`config.mk`:
```
export PLATFORM = sky130hd
export DESIGN_NAME = e2q_cordic_cell
export DESIGN_NICKNAME = d
export VERILOG_FILES = /design/src/rtl/e2q_pkg.sv /design/src/rtl/e2q_cordic_cell.sv
export SDC_FILE = /design/constraint.sdc
export NUM_CORES = 1
export LEC_CHECK = 0
export BUFFER_PORTS_ARGS = -buffer_cell sky130_fd_sc_hd__buf_4
export CAP_MARGIN = 10
export CORE_AREA = 2 2 232 234
export CTS_CLUSTER_DIAMETER = 50
export DETAILED_ROUTE_END_ITERATION = 12
export DIE_AREA = 0 0 234 236
export HOLD_SLACK_MARGIN = 0.15
export PLACE_DENSITY = 0.79
export SETUP_SLACK_MARGIN = 0.4
export SLEW_MARGIN = 10
export SYNTH_ARGS = -nofsm -noshare
export SYNTH_HDL_FRONTEND = slang
export SYNTH_SLANG_ARGS = --single-unit
export TNS_END_PERCENT = 100
```
`constraint.sdc`:
```
create_clock -name clk_i -period 20.7 [get_ports clk_i]
set_input_delay 2.07 -clock clk_i [delete_from_list [all_inputs] [get_ports clk_i]]
set_output_delay 2.07 -clock clk_i [all_outputs]
set_load 0.005 [all_outputs]
```
`src/rtl/e2q_pkg.sv`:
```
// ----------------------------------------------------------------------------
// e2q_pkg: shared types and constants for the Euler to quaternion converter
// Request payload types, CORDIC lane state and the arctangent table.
// ----------------------------------------------------------------------------
package e2q_pkg;

  // CORDIC datapath: Q1.30 for x and y, 2^-32 turn for z
  localparam int unsigned CordicIters = 24;
  localparam int unsigned CordicW     = 32;
  localparam int unsigned IterW       = 5;
  localparam int unsigned NumLanes    = 3;
  localparam logic signed [CordicW-1:0] CordicGain = 32'sd652032874;

  // Lane numbering: one lane per angle
  localparam int unsigned LaneRoll  = 0;
  localparam int unsigned LanePitch = 1;
  localparam int unsigned LaneYaw   = 2;

  typedef struct packed {
    logic [15:0] roll_angle;
    logic [15:0] pitch_angle;
    logic [15:0] yaw_angle;
  } e2q_angles_t;

  typedef struct packed {
    logic signed [15:0] quat_x;
    logic signed [15:0] quat_y;
    logic signed [15:0] quat_z;
    logic signed [15:0] quat_w;
  } e2q_quat_t;

  // One rotator lane: running vector, residual angle and quadrant flag
  typedef struct packed {
    logic signed [CordicW-1:0] x;
    logic signed [CordicW-1:0] y;
    logic signed [CordicW-1:0] z;
    logic                      upper;
  } e2q_lane_t;

  typedef e2q_lane_t [NumLanes-1:0] e2q_rot_t;

  // Arctangent of 2^-i in units of 2^-32 turn
  function automatic logic signed [CordicW-1:0] e2q_atan(input logic [IterW-1:0] idx);
    logic signed [CordicW-1:0] a;
    case (idx)
      5'd0:    a = 32'sd536870912;
      5'd1:    a = 32'sd316933406;
      5'd2:    a = 32'sd167458907;
      5'd3:    a = 32'sd85004756;
      5'd4:    a = 32'sd42667331;
      5'd5:    a = 32'sd21354465;
      5'd6:    a = 32'sd10679838;
      5'd7:    a = 32'sd5340245;
      5'd8:    a = 32'sd2670163;
      5'd9:    a = 32'sd1335087;
      5'd10:   a = 32'sd667544;
      5'd11:   a = 32'sd333772;
      5'd12:   a = 32'sd166886;
      5'd13:   a = 32'sd83443;
      5'd14:   a = 32'sd41722;
      5'd15:   a = 32'sd20861;
      5'd16:   a = 32'sd10430;
      5'd17:   a = 32'sd5215;
      5'd18:   a = 32'sd2608;
      5'd19:   a = 32'sd1304;
      5'd20:   a = 32'sd652;
      5'd21:   a = 32'sd326;
      5'd22:   a = 32'sd163;
      5'd23:   a = 32'sd81;
      default: a = '0;
    endcase
    return a;
  endfunction

endpackage

```
`src/rtl/e2q_cordic_cell.sv`:
```
// ----------------------------------------------------------------------------
// e2q_cordic_cell: one CORDIC rotation step for all three angle lanes
// Holds one request's lane state and hands it to the next cell.
// ----------------------------------------------------------------------------
module e2q_cordic_cell #(
  parameter int unsigned Iter = 0
) (
  input  logic              clk_i,
  input  logic              rst_ni,
  input  logic              valid_i,
  output logic              ready_o,
  input  e2q_pkg::e2q_rot_t data_i,
  output logic              valid_o,
  input  logic              ready_i,
  output e2q_pkg::e2q_rot_t data_o
);
  import e2q_pkg::*;

  localparam logic signed [CordicW-1:0] Atan = e2q_atan(IterW'(Iter));

  logic     valid_q;
  e2q_rot_t data_d, data_q;

  // Take a new request whenever this cell is empty or is being drained
  assign ready_o = !valid_q || ready_i;

  // Rotate each lane by +/- atan(2^-Iter) toward zero residual
  always_comb begin
    logic signed [CordicW-1:0] dx;
    logic signed [CordicW-1:0] dy;
    data_d = data_i;
    for (int l = 0; l < NumLanes; l++) begin
      dx = data_i[l].y >>> Iter;
      dy = data_i[l].x >>> Iter;
      if (!data_i[l].z[CordicW-1]) begin
        data_d[l].x = data_i[l].x - dx;
        data_d[l].y = data_i[l].y + dy;
        data_d[l].z = data_i[l].z - Atan;
      end else begin
        data_d[l].x = data_i[l].x + dx;
        data_d[l].y = data_i[l].y - dy;
        data_d[l].z = data_i[l].z + Atan;
      end
    end
  end

  always_ff @(posedge clk_i or negedge rst_ni) begin
    if (!rst_ni) begin
      valid_q <= 1'b0;
    end else if (ready_o) begin
      valid_q <= valid_i;
    end
  end

  // Hold payload until a new request replaces it
  always_ff @(posedge clk_i) begin
    if (ready_o && valid_i) begin
      data_q <= data_d;
    end
  end

  assign valid_o = valid_q;
  assign data_o  = data_q;

endmodule

```
* After elaboration in Yosys (flattened, before gate mapping) *
Index checks and enable logic that the tools add are counted.

word-level totals
  register bits = 292
  input port bits = 295
  output and inout port bits = 293
  word-level logic and storage cells = 34

operators by class
  $add $sub $neg = 15
  mux-type cells = 3
  reduce and logical (&&, ||, !) cells = 3

operator list
  kind                      number
  $mux W96                  3
  $sub A32 B32 Y32          6
  $add A32 B31 Y32 const B  3
  $add A32 B32 Y32          3
  $sub A32 B31 Y32 const B  3
  $logic_and A1 B1 Y1       1
  $logic_not A1 Y1          1
  $logic_or A1 B1 Y1        1

* Depth between registers and ports, before layout *
Gate-level depths: netlist (run 1).

  depth in word-level cells = 3
  gate-level depth with buffers = 14

* Worst setup path before layout (run 1) *
No wires, ideal clock.

  path kind = input port to flip-flop
  start point = in ready_i
  end point = reg data_q (netlist bit data_o[0]), enable pin
  data arrival time = 8.777 ns
  data required time = 20.013 ns
  slack = 11.236 ns
  stages = 2
  buffers on the path = 0
  path through = nand2b_1 > and2_1

on the way
  word-level cells in the longest chain between the ends = 2

RTL lines
  item                  RTL line               text
  from (decl)           e2q_cordic_cell.sv:14  input logic ready_i,
  $logic_or A1 B1 Y1    e2q_cordic_cell.sv:25  assign ready_o = !valid_q || ready_i;
  $logic_and A1 B1 Y1   e2q_cordic_cell.sv:57  if (ready_o && valid_i) begin
  to (signal assigned)  e2q_cordic_cell.sv:58  data_q <= data_d;
  to (decl)             e2q_cordic_cell.sv:22  e2q_rot_t data_d, data_q;

No other way between the ends.
A chain may end at the register's enable or synchronous reset.

==> flow_summary.json, run 1 <==
{
  "yosys.area_share.simple_pct": 11.8,
  "synth-edff-count": 288,
  "path_max_fanout": 13,
  "postCtsResizedCells": 0,
  "synth-adder-area-share_pct": 15.3,
  "grt_overflow_total": 0,
  "grt_usage_pct": 29.2,
  "max-vdd-ir-drop_v": 0.0000633,
  "clk_latency_ns": 0.57,
  "critPathMaxStageDelay_ns": 0.59,
  "grt_pass1_vias": 21600,
  "syn_inst": 2721,
  "drive_gt1_share_pct": 21.8,
  "gp_congestion": 1.05,
  "synth_top_area_cell": "edfxtp_1",
  "final_cells": 3967,
  "fp.coreArea_um2": 53100,
  "ant_nets": 0,
  "setup_tns_ns": 0,
  "synth_top_family_by_area": "compound AO/OA/AOI/OAI gates",
  "fin_crit_sh_pct": 25.3,
  "ys_seq_area_share_pct": 35.2,
  "drt_wl_total_um": 85300,
  "worst-setup-path-type": "input pin to flop",
  "worst_setup_path_end_kind": "flop",
  "hp-start": "valid_o",
  "fin_skew_ns": 0.0148,
  "root_buffer": "clkbuf_16",
  "r2r_start": "valid_o",
  "numCtsBuffers": 42,
  "multi_input_area_um2": 14300,
  "postCtsSetupBuffers": 0,
  "final-max-slew-violation-count": 0,
  "synth_xor_area_share_pct": 6.51,
  "crit_family": "compound AO/OA/AOI/OAI gates",
  "wl_per_cell_um": 21.5,
  "synth_ff_type": "edfxtp_1",
  "met2_usage_pct": 47.2,
  "port_buffers": 587,
  "hold_class": "flop to flop",
  "postCtsHoldBufs": 0,
  "crit_buf_inv": 2,
  "synthMuxAreaShare_pct": 1.84,
  "crit_slowest_cell": "ha_1",
  "p_leak_nw": 13.6,
  "fin_nets": 3824,
  "drt-pass1-iter-count": 8,
  "die_height_um": 236,
  "busiest_layer": "met2",
  "arrival_ns": 5.52,
  "placed_cells": 3887,
  "drc": 0,
  "fillerInstances": 4679,
  "holdWs_ns": 0.600,
  "rsz0062_at_grt": "no",
  "rows": 85,
  "worstSetupStartpoint": "data_i[134]",
  "syn_to_final_growth_pct": 25.2,
  "cp.required_ns": 20.99,
  "worst_pin_slew_ns": 1.03,
  "first_iter_violations": 2986,
  "die_x_um": 234,
  "met3_usage_pct": 6.20,
  "synth_area_leaders": "edfxtp_1 (35%), ha_1 (14%), a21oi_1 (6.7%)",
  "hold_viol_final": 0,
  "synth.distinct_cells": 88,
  "synthTopCellsByCount": "a21oi_1 (331), inv_1 (291), edfxtp_1 (288)",
  "synth_compound_area_share_pct": 22.6,
  "period_needed_ns": 5.23,
  "status": "completed",
  "synth_top_area_share_pct": 35.1,
  "clk_path_buf_depth": 3,
  "grt_max_degree": 83,
  "cts_tree": "yes",
  "hpwl_um": 67400,
  "synth.most_common_cell": "a21oi_1",
  "max_freq_mhz": 191,
  "fp.dieArea_um2": 55200,
  "relSlewSlack_pct": 31.5,
  "crit_chain": "buf_4 -> inv_1 -> ha_1 -> nand4_1 -> a211oi_1 -> o22ai_1 -> o31ai_1 -> nor3_1 -> o311ai_2 -> nand2b_1 -> a211oi_1 -> o22ai_1 -> xnor2_1",
  "cts_htree_levels": 2,
  "clock_sinks": 289,
  "vias": 23300,
  "synth_area_per_cell_um2": 9.05,
  "grt_util_met1_pct": 38.1,
  "finish.utilization_pct": 58.1,
  "start_util_pct": 46.4,
  "io_pins": 588,
  "maxCapViolations": 0,
  "start_kind": "input pin",
  "via_per_inst": 5.88,
  "yosys_warnings": 0,
  "synth_area_um2": 24600,
  "power.density_nw_per_um2": 69.9,
  "path_clk_slew_ns": 0.05,
  "setup_viol": 0,
  "async_flop_share_pct": 0.346,
  "regArea_um2": 8670,
  "syn_nets": 3310,
  "synth_seq_cells": 289,
  "antenna_found_initial": 5,
  "grt_pass1_wl_um": 126000
}
==> logic make-up (layout without fill, tap and decap cells) <==
| logic type | count (synthesis) | count (layout) |
|---|---|---|
| AO/OA/AOI/OAI | 872 | 872 |
| XOR/XNOR | 183 | 183 |
| adder cells (fa/ha/maj) | 294 | 294 |
| buffers and inverters | 430 | 976 |
| flip-flops | 289 | 289 |
| multiplexers | 45 | 45 |
| other | 0 | 4 |
| AND/OR/NAND/NOR | 608 | 608 |
==> area by class of cell <==
class                           count  share of cell area (%)
Antenna cell                        4                  0.0325
Clock buffer                       54                    3.72
Clock inverter                     22                   0.738
Inverter                          304                    3.70
Multi-Input combinational cell   2002                    46.4
Sequential cell                   289                    28.1
Tap cell                          696                    2.82
Timing Repair Buffer              596                    14.5
==> power breakdown <==
group / internal (mW) / total (mW) / switching [mW]
clock: 0.425 / 0.707 / 0.282
sequential: 0.731 / 0.752 / 0.0216
combinational: 0.288 / 0.696 / 0.407
==> worst min-delay path, stage by stage (launching register included) <==
cell,delay [ns]
dfrtp_1,0.35
nand2b_1,0.11
nand2b_1,0.10
==> through the flow <==
step / area [um^2] / worst slack [ns] / power (mW)
after floorplan: 24600 / 11.24 / 1.17
after global placement: 29500 / 15.08 / 1.44
after detailed placement: 29500 / 15.12 / 1.44
after CTS: 30800 / 15.70 / 2.16
after global routing: 30800 / 15.36 / 2.25
final: 30800 / 15.47 / 2.16
==> path summary, 6_finish.rpt <==
| check | cells past startpoint | to | slack [ns] |
|---|---|---|---|
| setup / recovery | 13 | data_o[159] | 15.47 |
| hold reg to reg | 2 | valid_o | 0.60 |
| hold / removal | 2 | valid_o | 0.60 |
| setup reg to reg | 4 | data_o[100] | 17.92 |
| min in group asynchronous | 1 | valid_o | 1.28 |
| max in group asynchronous | 1 | valid_o | 19.34 |
==> cells in the final DEF, fill, tap and decap left out, types with 30 or more instances in the layout <==
cell	instances
a21oi_1	331
nand3_1	33
nand4_1	30
nand2b_1	30
nand2_1	107
xnor2_1	158
buf_4	596
nor2_1	223
edfxtp_1	288
a211oi_1	34
o21ai_0	169
o21bai_1	60
nor2b_1	34
clkbuf_16	43
mux2i_1	43
ha_1	282
inv_1	290
a21o_1	43
nor3_1	57
nor4_1	30
==> state kept, by name (all words and copies together) (netlist names) <==
name	cells
data_o	288
valid_o	1
==> routing by layer <==
layer	share of wire [%]	vias up
met2	46	1393
li1	-	10800
met1	40	10900
met5	0	-
met4	4.1	0
met3	10	211
No activity file was read; power rests on OpenSTA's default activity.
==> inputs of run 2 (changes only) <==
- CORE_AREA: 2 2 232 234 -> not set
- CORE_MARGIN: not set -> 2
- CORE_UTILIZATION: not set -> 50
- DIE_AREA: 0 0 234 236 -> not set
- PLACE_DENSITY: 0.79 -> 0.86
- clock period: 20.7 -> 4.2 ns (I/O delays scaled with it)
==> run 2 against run 1 <==
Sequential share of layout area shrank 1.0 points. Critical endpoint is now data_o[160]. Worst setup slack got worse by 15 ns. Largest power group unchanged. Worst hold slack lost 0.41 ns. Combinational power rose to 5.2 times the previous value. Sequential power rose to 4.9 times the previous value. Register-to-register slack got worse by 16 ns.
==> flow_summary.json, run 2 (synthesis gave the netlist of run 1 again) <==
{
  "grt_usage_pct": 33.9,
  "hold_viol_final": 0,
  "r2r_slack_ns": 2.19,
  "fillerInstances": 3820,
  "gp_congestion": 1.05,
  "final_common_cell": "buf_4",
  "clock_sinks": 289,
  "drt-pass1-iter-count": 6,
  "max-vdd-ir-drop_v": 0.000377,
  "postCtsSetupBuffers": 0,
  "path_clk_slew_ns": 0.06,
  "cp.required_ns": 4.49,
  "ant_nets": 0,
  "arrival_ns": 3.76,
  "path_max_fanout": 4,
  "die_x_um": 226,
  "start_kind": "input pin",
  "max_freq_mhz": 288,
  "clk_path_buf_depth": 3,
  "via_per_inst": 5.96,
  "power_mw": 10.7,
  "grt_max_degree": 82,
  "p_leak_nw": 14.2,
  "drive_gt1_share_pct": 22.0,
  "fin_crit_sh_pct": 82.6,
  "final-max-slew-violation-count": 0,
  "numCtsBuffers": 41,
  "worst_pin_slew_ns": 0.895,
  "fin_nets": 3954,
  "cts_htree_levels": 2,
  "clk_latency_ns": 0.58,
  "rows": 81,
  "maxCapViolations": 0,
  "grt_overflow_total": 0,
  "worst-setup-path-type": "input pin to flop",
  "root_buffer": "clkbuf_16",
  "syn_to_final_growth_pct": 30.1,
  "hpwl_um": 69200,
  "grt_pass1_wl_um": 134000,
  "status": "completed",
  "period_needed_ns": 3.47,
  "grt_pass1_vias": 22900,
  "finish.utilization_pct": 65.7,
  "wl_per_cell_um": 22.2,
  "hold_class": "input pin to flop",
  "largest_register_ffs": 288,
  "setup_viol": 0,
  "layout_common_cells": "buf_4 (628), a21oi_1 (331), inv_1 (291)",
  "relSlewSlack_pct": 40.3,
  "vias": 24200,
  "start_util_pct": 50.5,
  "io_pins": 588,
  "fp.coreArea_um2": 48700,
  "worst_setup_path_end_kind": "flop",
  "fin_skew_ns": 0.0290,
  "power.density_nw_per_um2": 335,
  "port_buffers": 587,
  "cts_tree": "yes",
  "first_iter_violations": 2966,
  "drc": 0,
  "drt_wl_total_um": 90200,
  "postCtsResizedCells": 0,
  "regArea_um2": 8670,
  "fp.dieArea_um2": 51000,
  "setup_tns_ns": 0,
  "rsz0062_at_grt": "no",
  "die_height_um": 226,
  "antenna_found_initial": 7,
  "multi_input_area_um2": 14300
}
## run 2: final cells by class
cell class,instances,area share (%)
diodes,5,0.0391
clock buffers,49,3.43
clock inverters,27,0.734
inverters,304,3.56
multi-input cells,2002,44.6
flip-flops and latches,289,27.1
well taps,664,2.59
repair buffers,727,17.9
## run 2: report_power, final
| part | internal [mW] | leakage, nW | switching (mW) |
|---|---|---|---|
| Combinational | 1.53 | 10.7 | 2.10 |
| Clock | 1.98 | 0.653 | 1.42 |
| Sequential | 3.60 | 2.75 | 0.111 |
| Total | 7.11 | 14.2 | 3.63 |
## run 2: worst max-delay path, stage by stage
cell      delay, ns
buf_4          0.13
ha_1           0.22
fa_1           0.42
nor2b_1        0.15
o21ai_0        0.26
a21o_1         0.22
a21oi_1        0.13
a21oi_1        0.32
a21oi_1        0.21
a221oi_2       0.52
o21bai_1       0.26
a311oi_1       0.38
xor2_1         0.11
## run 2: metal layers
layer  track usage, %  wire, um  vias to the layer above
li1                 -         -                    11100
met1             43.4     34700                    11300
met2             54.5     41300                     1583
met3             7.78      9880                      263
met4             15.0      4390                        0
met5                0         0                        -
## run 2: path summary, 6_finish.rpt
| check | startpoint | to | cells past startpoint |
|---|---|---|---|
| max | data_i[130] | data_o[160] | 13 |
| min | data_i[31] | data_o[31] | 2 |
| max reg2reg | valid_o | data_o[8] | 3 |
| min reg2reg | valid_o | valid_o | 2 |
| max in group asynchronous | rst_ni | valid_o | 2 |
| min in group asynchronous | rst_ni | valid_o | 2 |
## run 2: through the flow
stage | hold slack [ns] | std cells | instance area [um^2] | setup WS, ns
floorplan | 0.124 | 2721 | 24600 | 1.13
global placement | 0.195 | 3891 | 29700 | 0.409
detailed placement | 0.195 | 3891 | 29700 | 0.370
CTS | 0.154 | 4062 | 32000 | 0.928
global route | 0.179 | 4067 | 32000 | 0.579
finish | 0.190 | 4067 | 32000 | 0.729
## run 2: repair_timing
item,CTS,global route
hold buffers,95,0
endpoints found under the setup margin,0,0
hold endpoints to repair,95,0
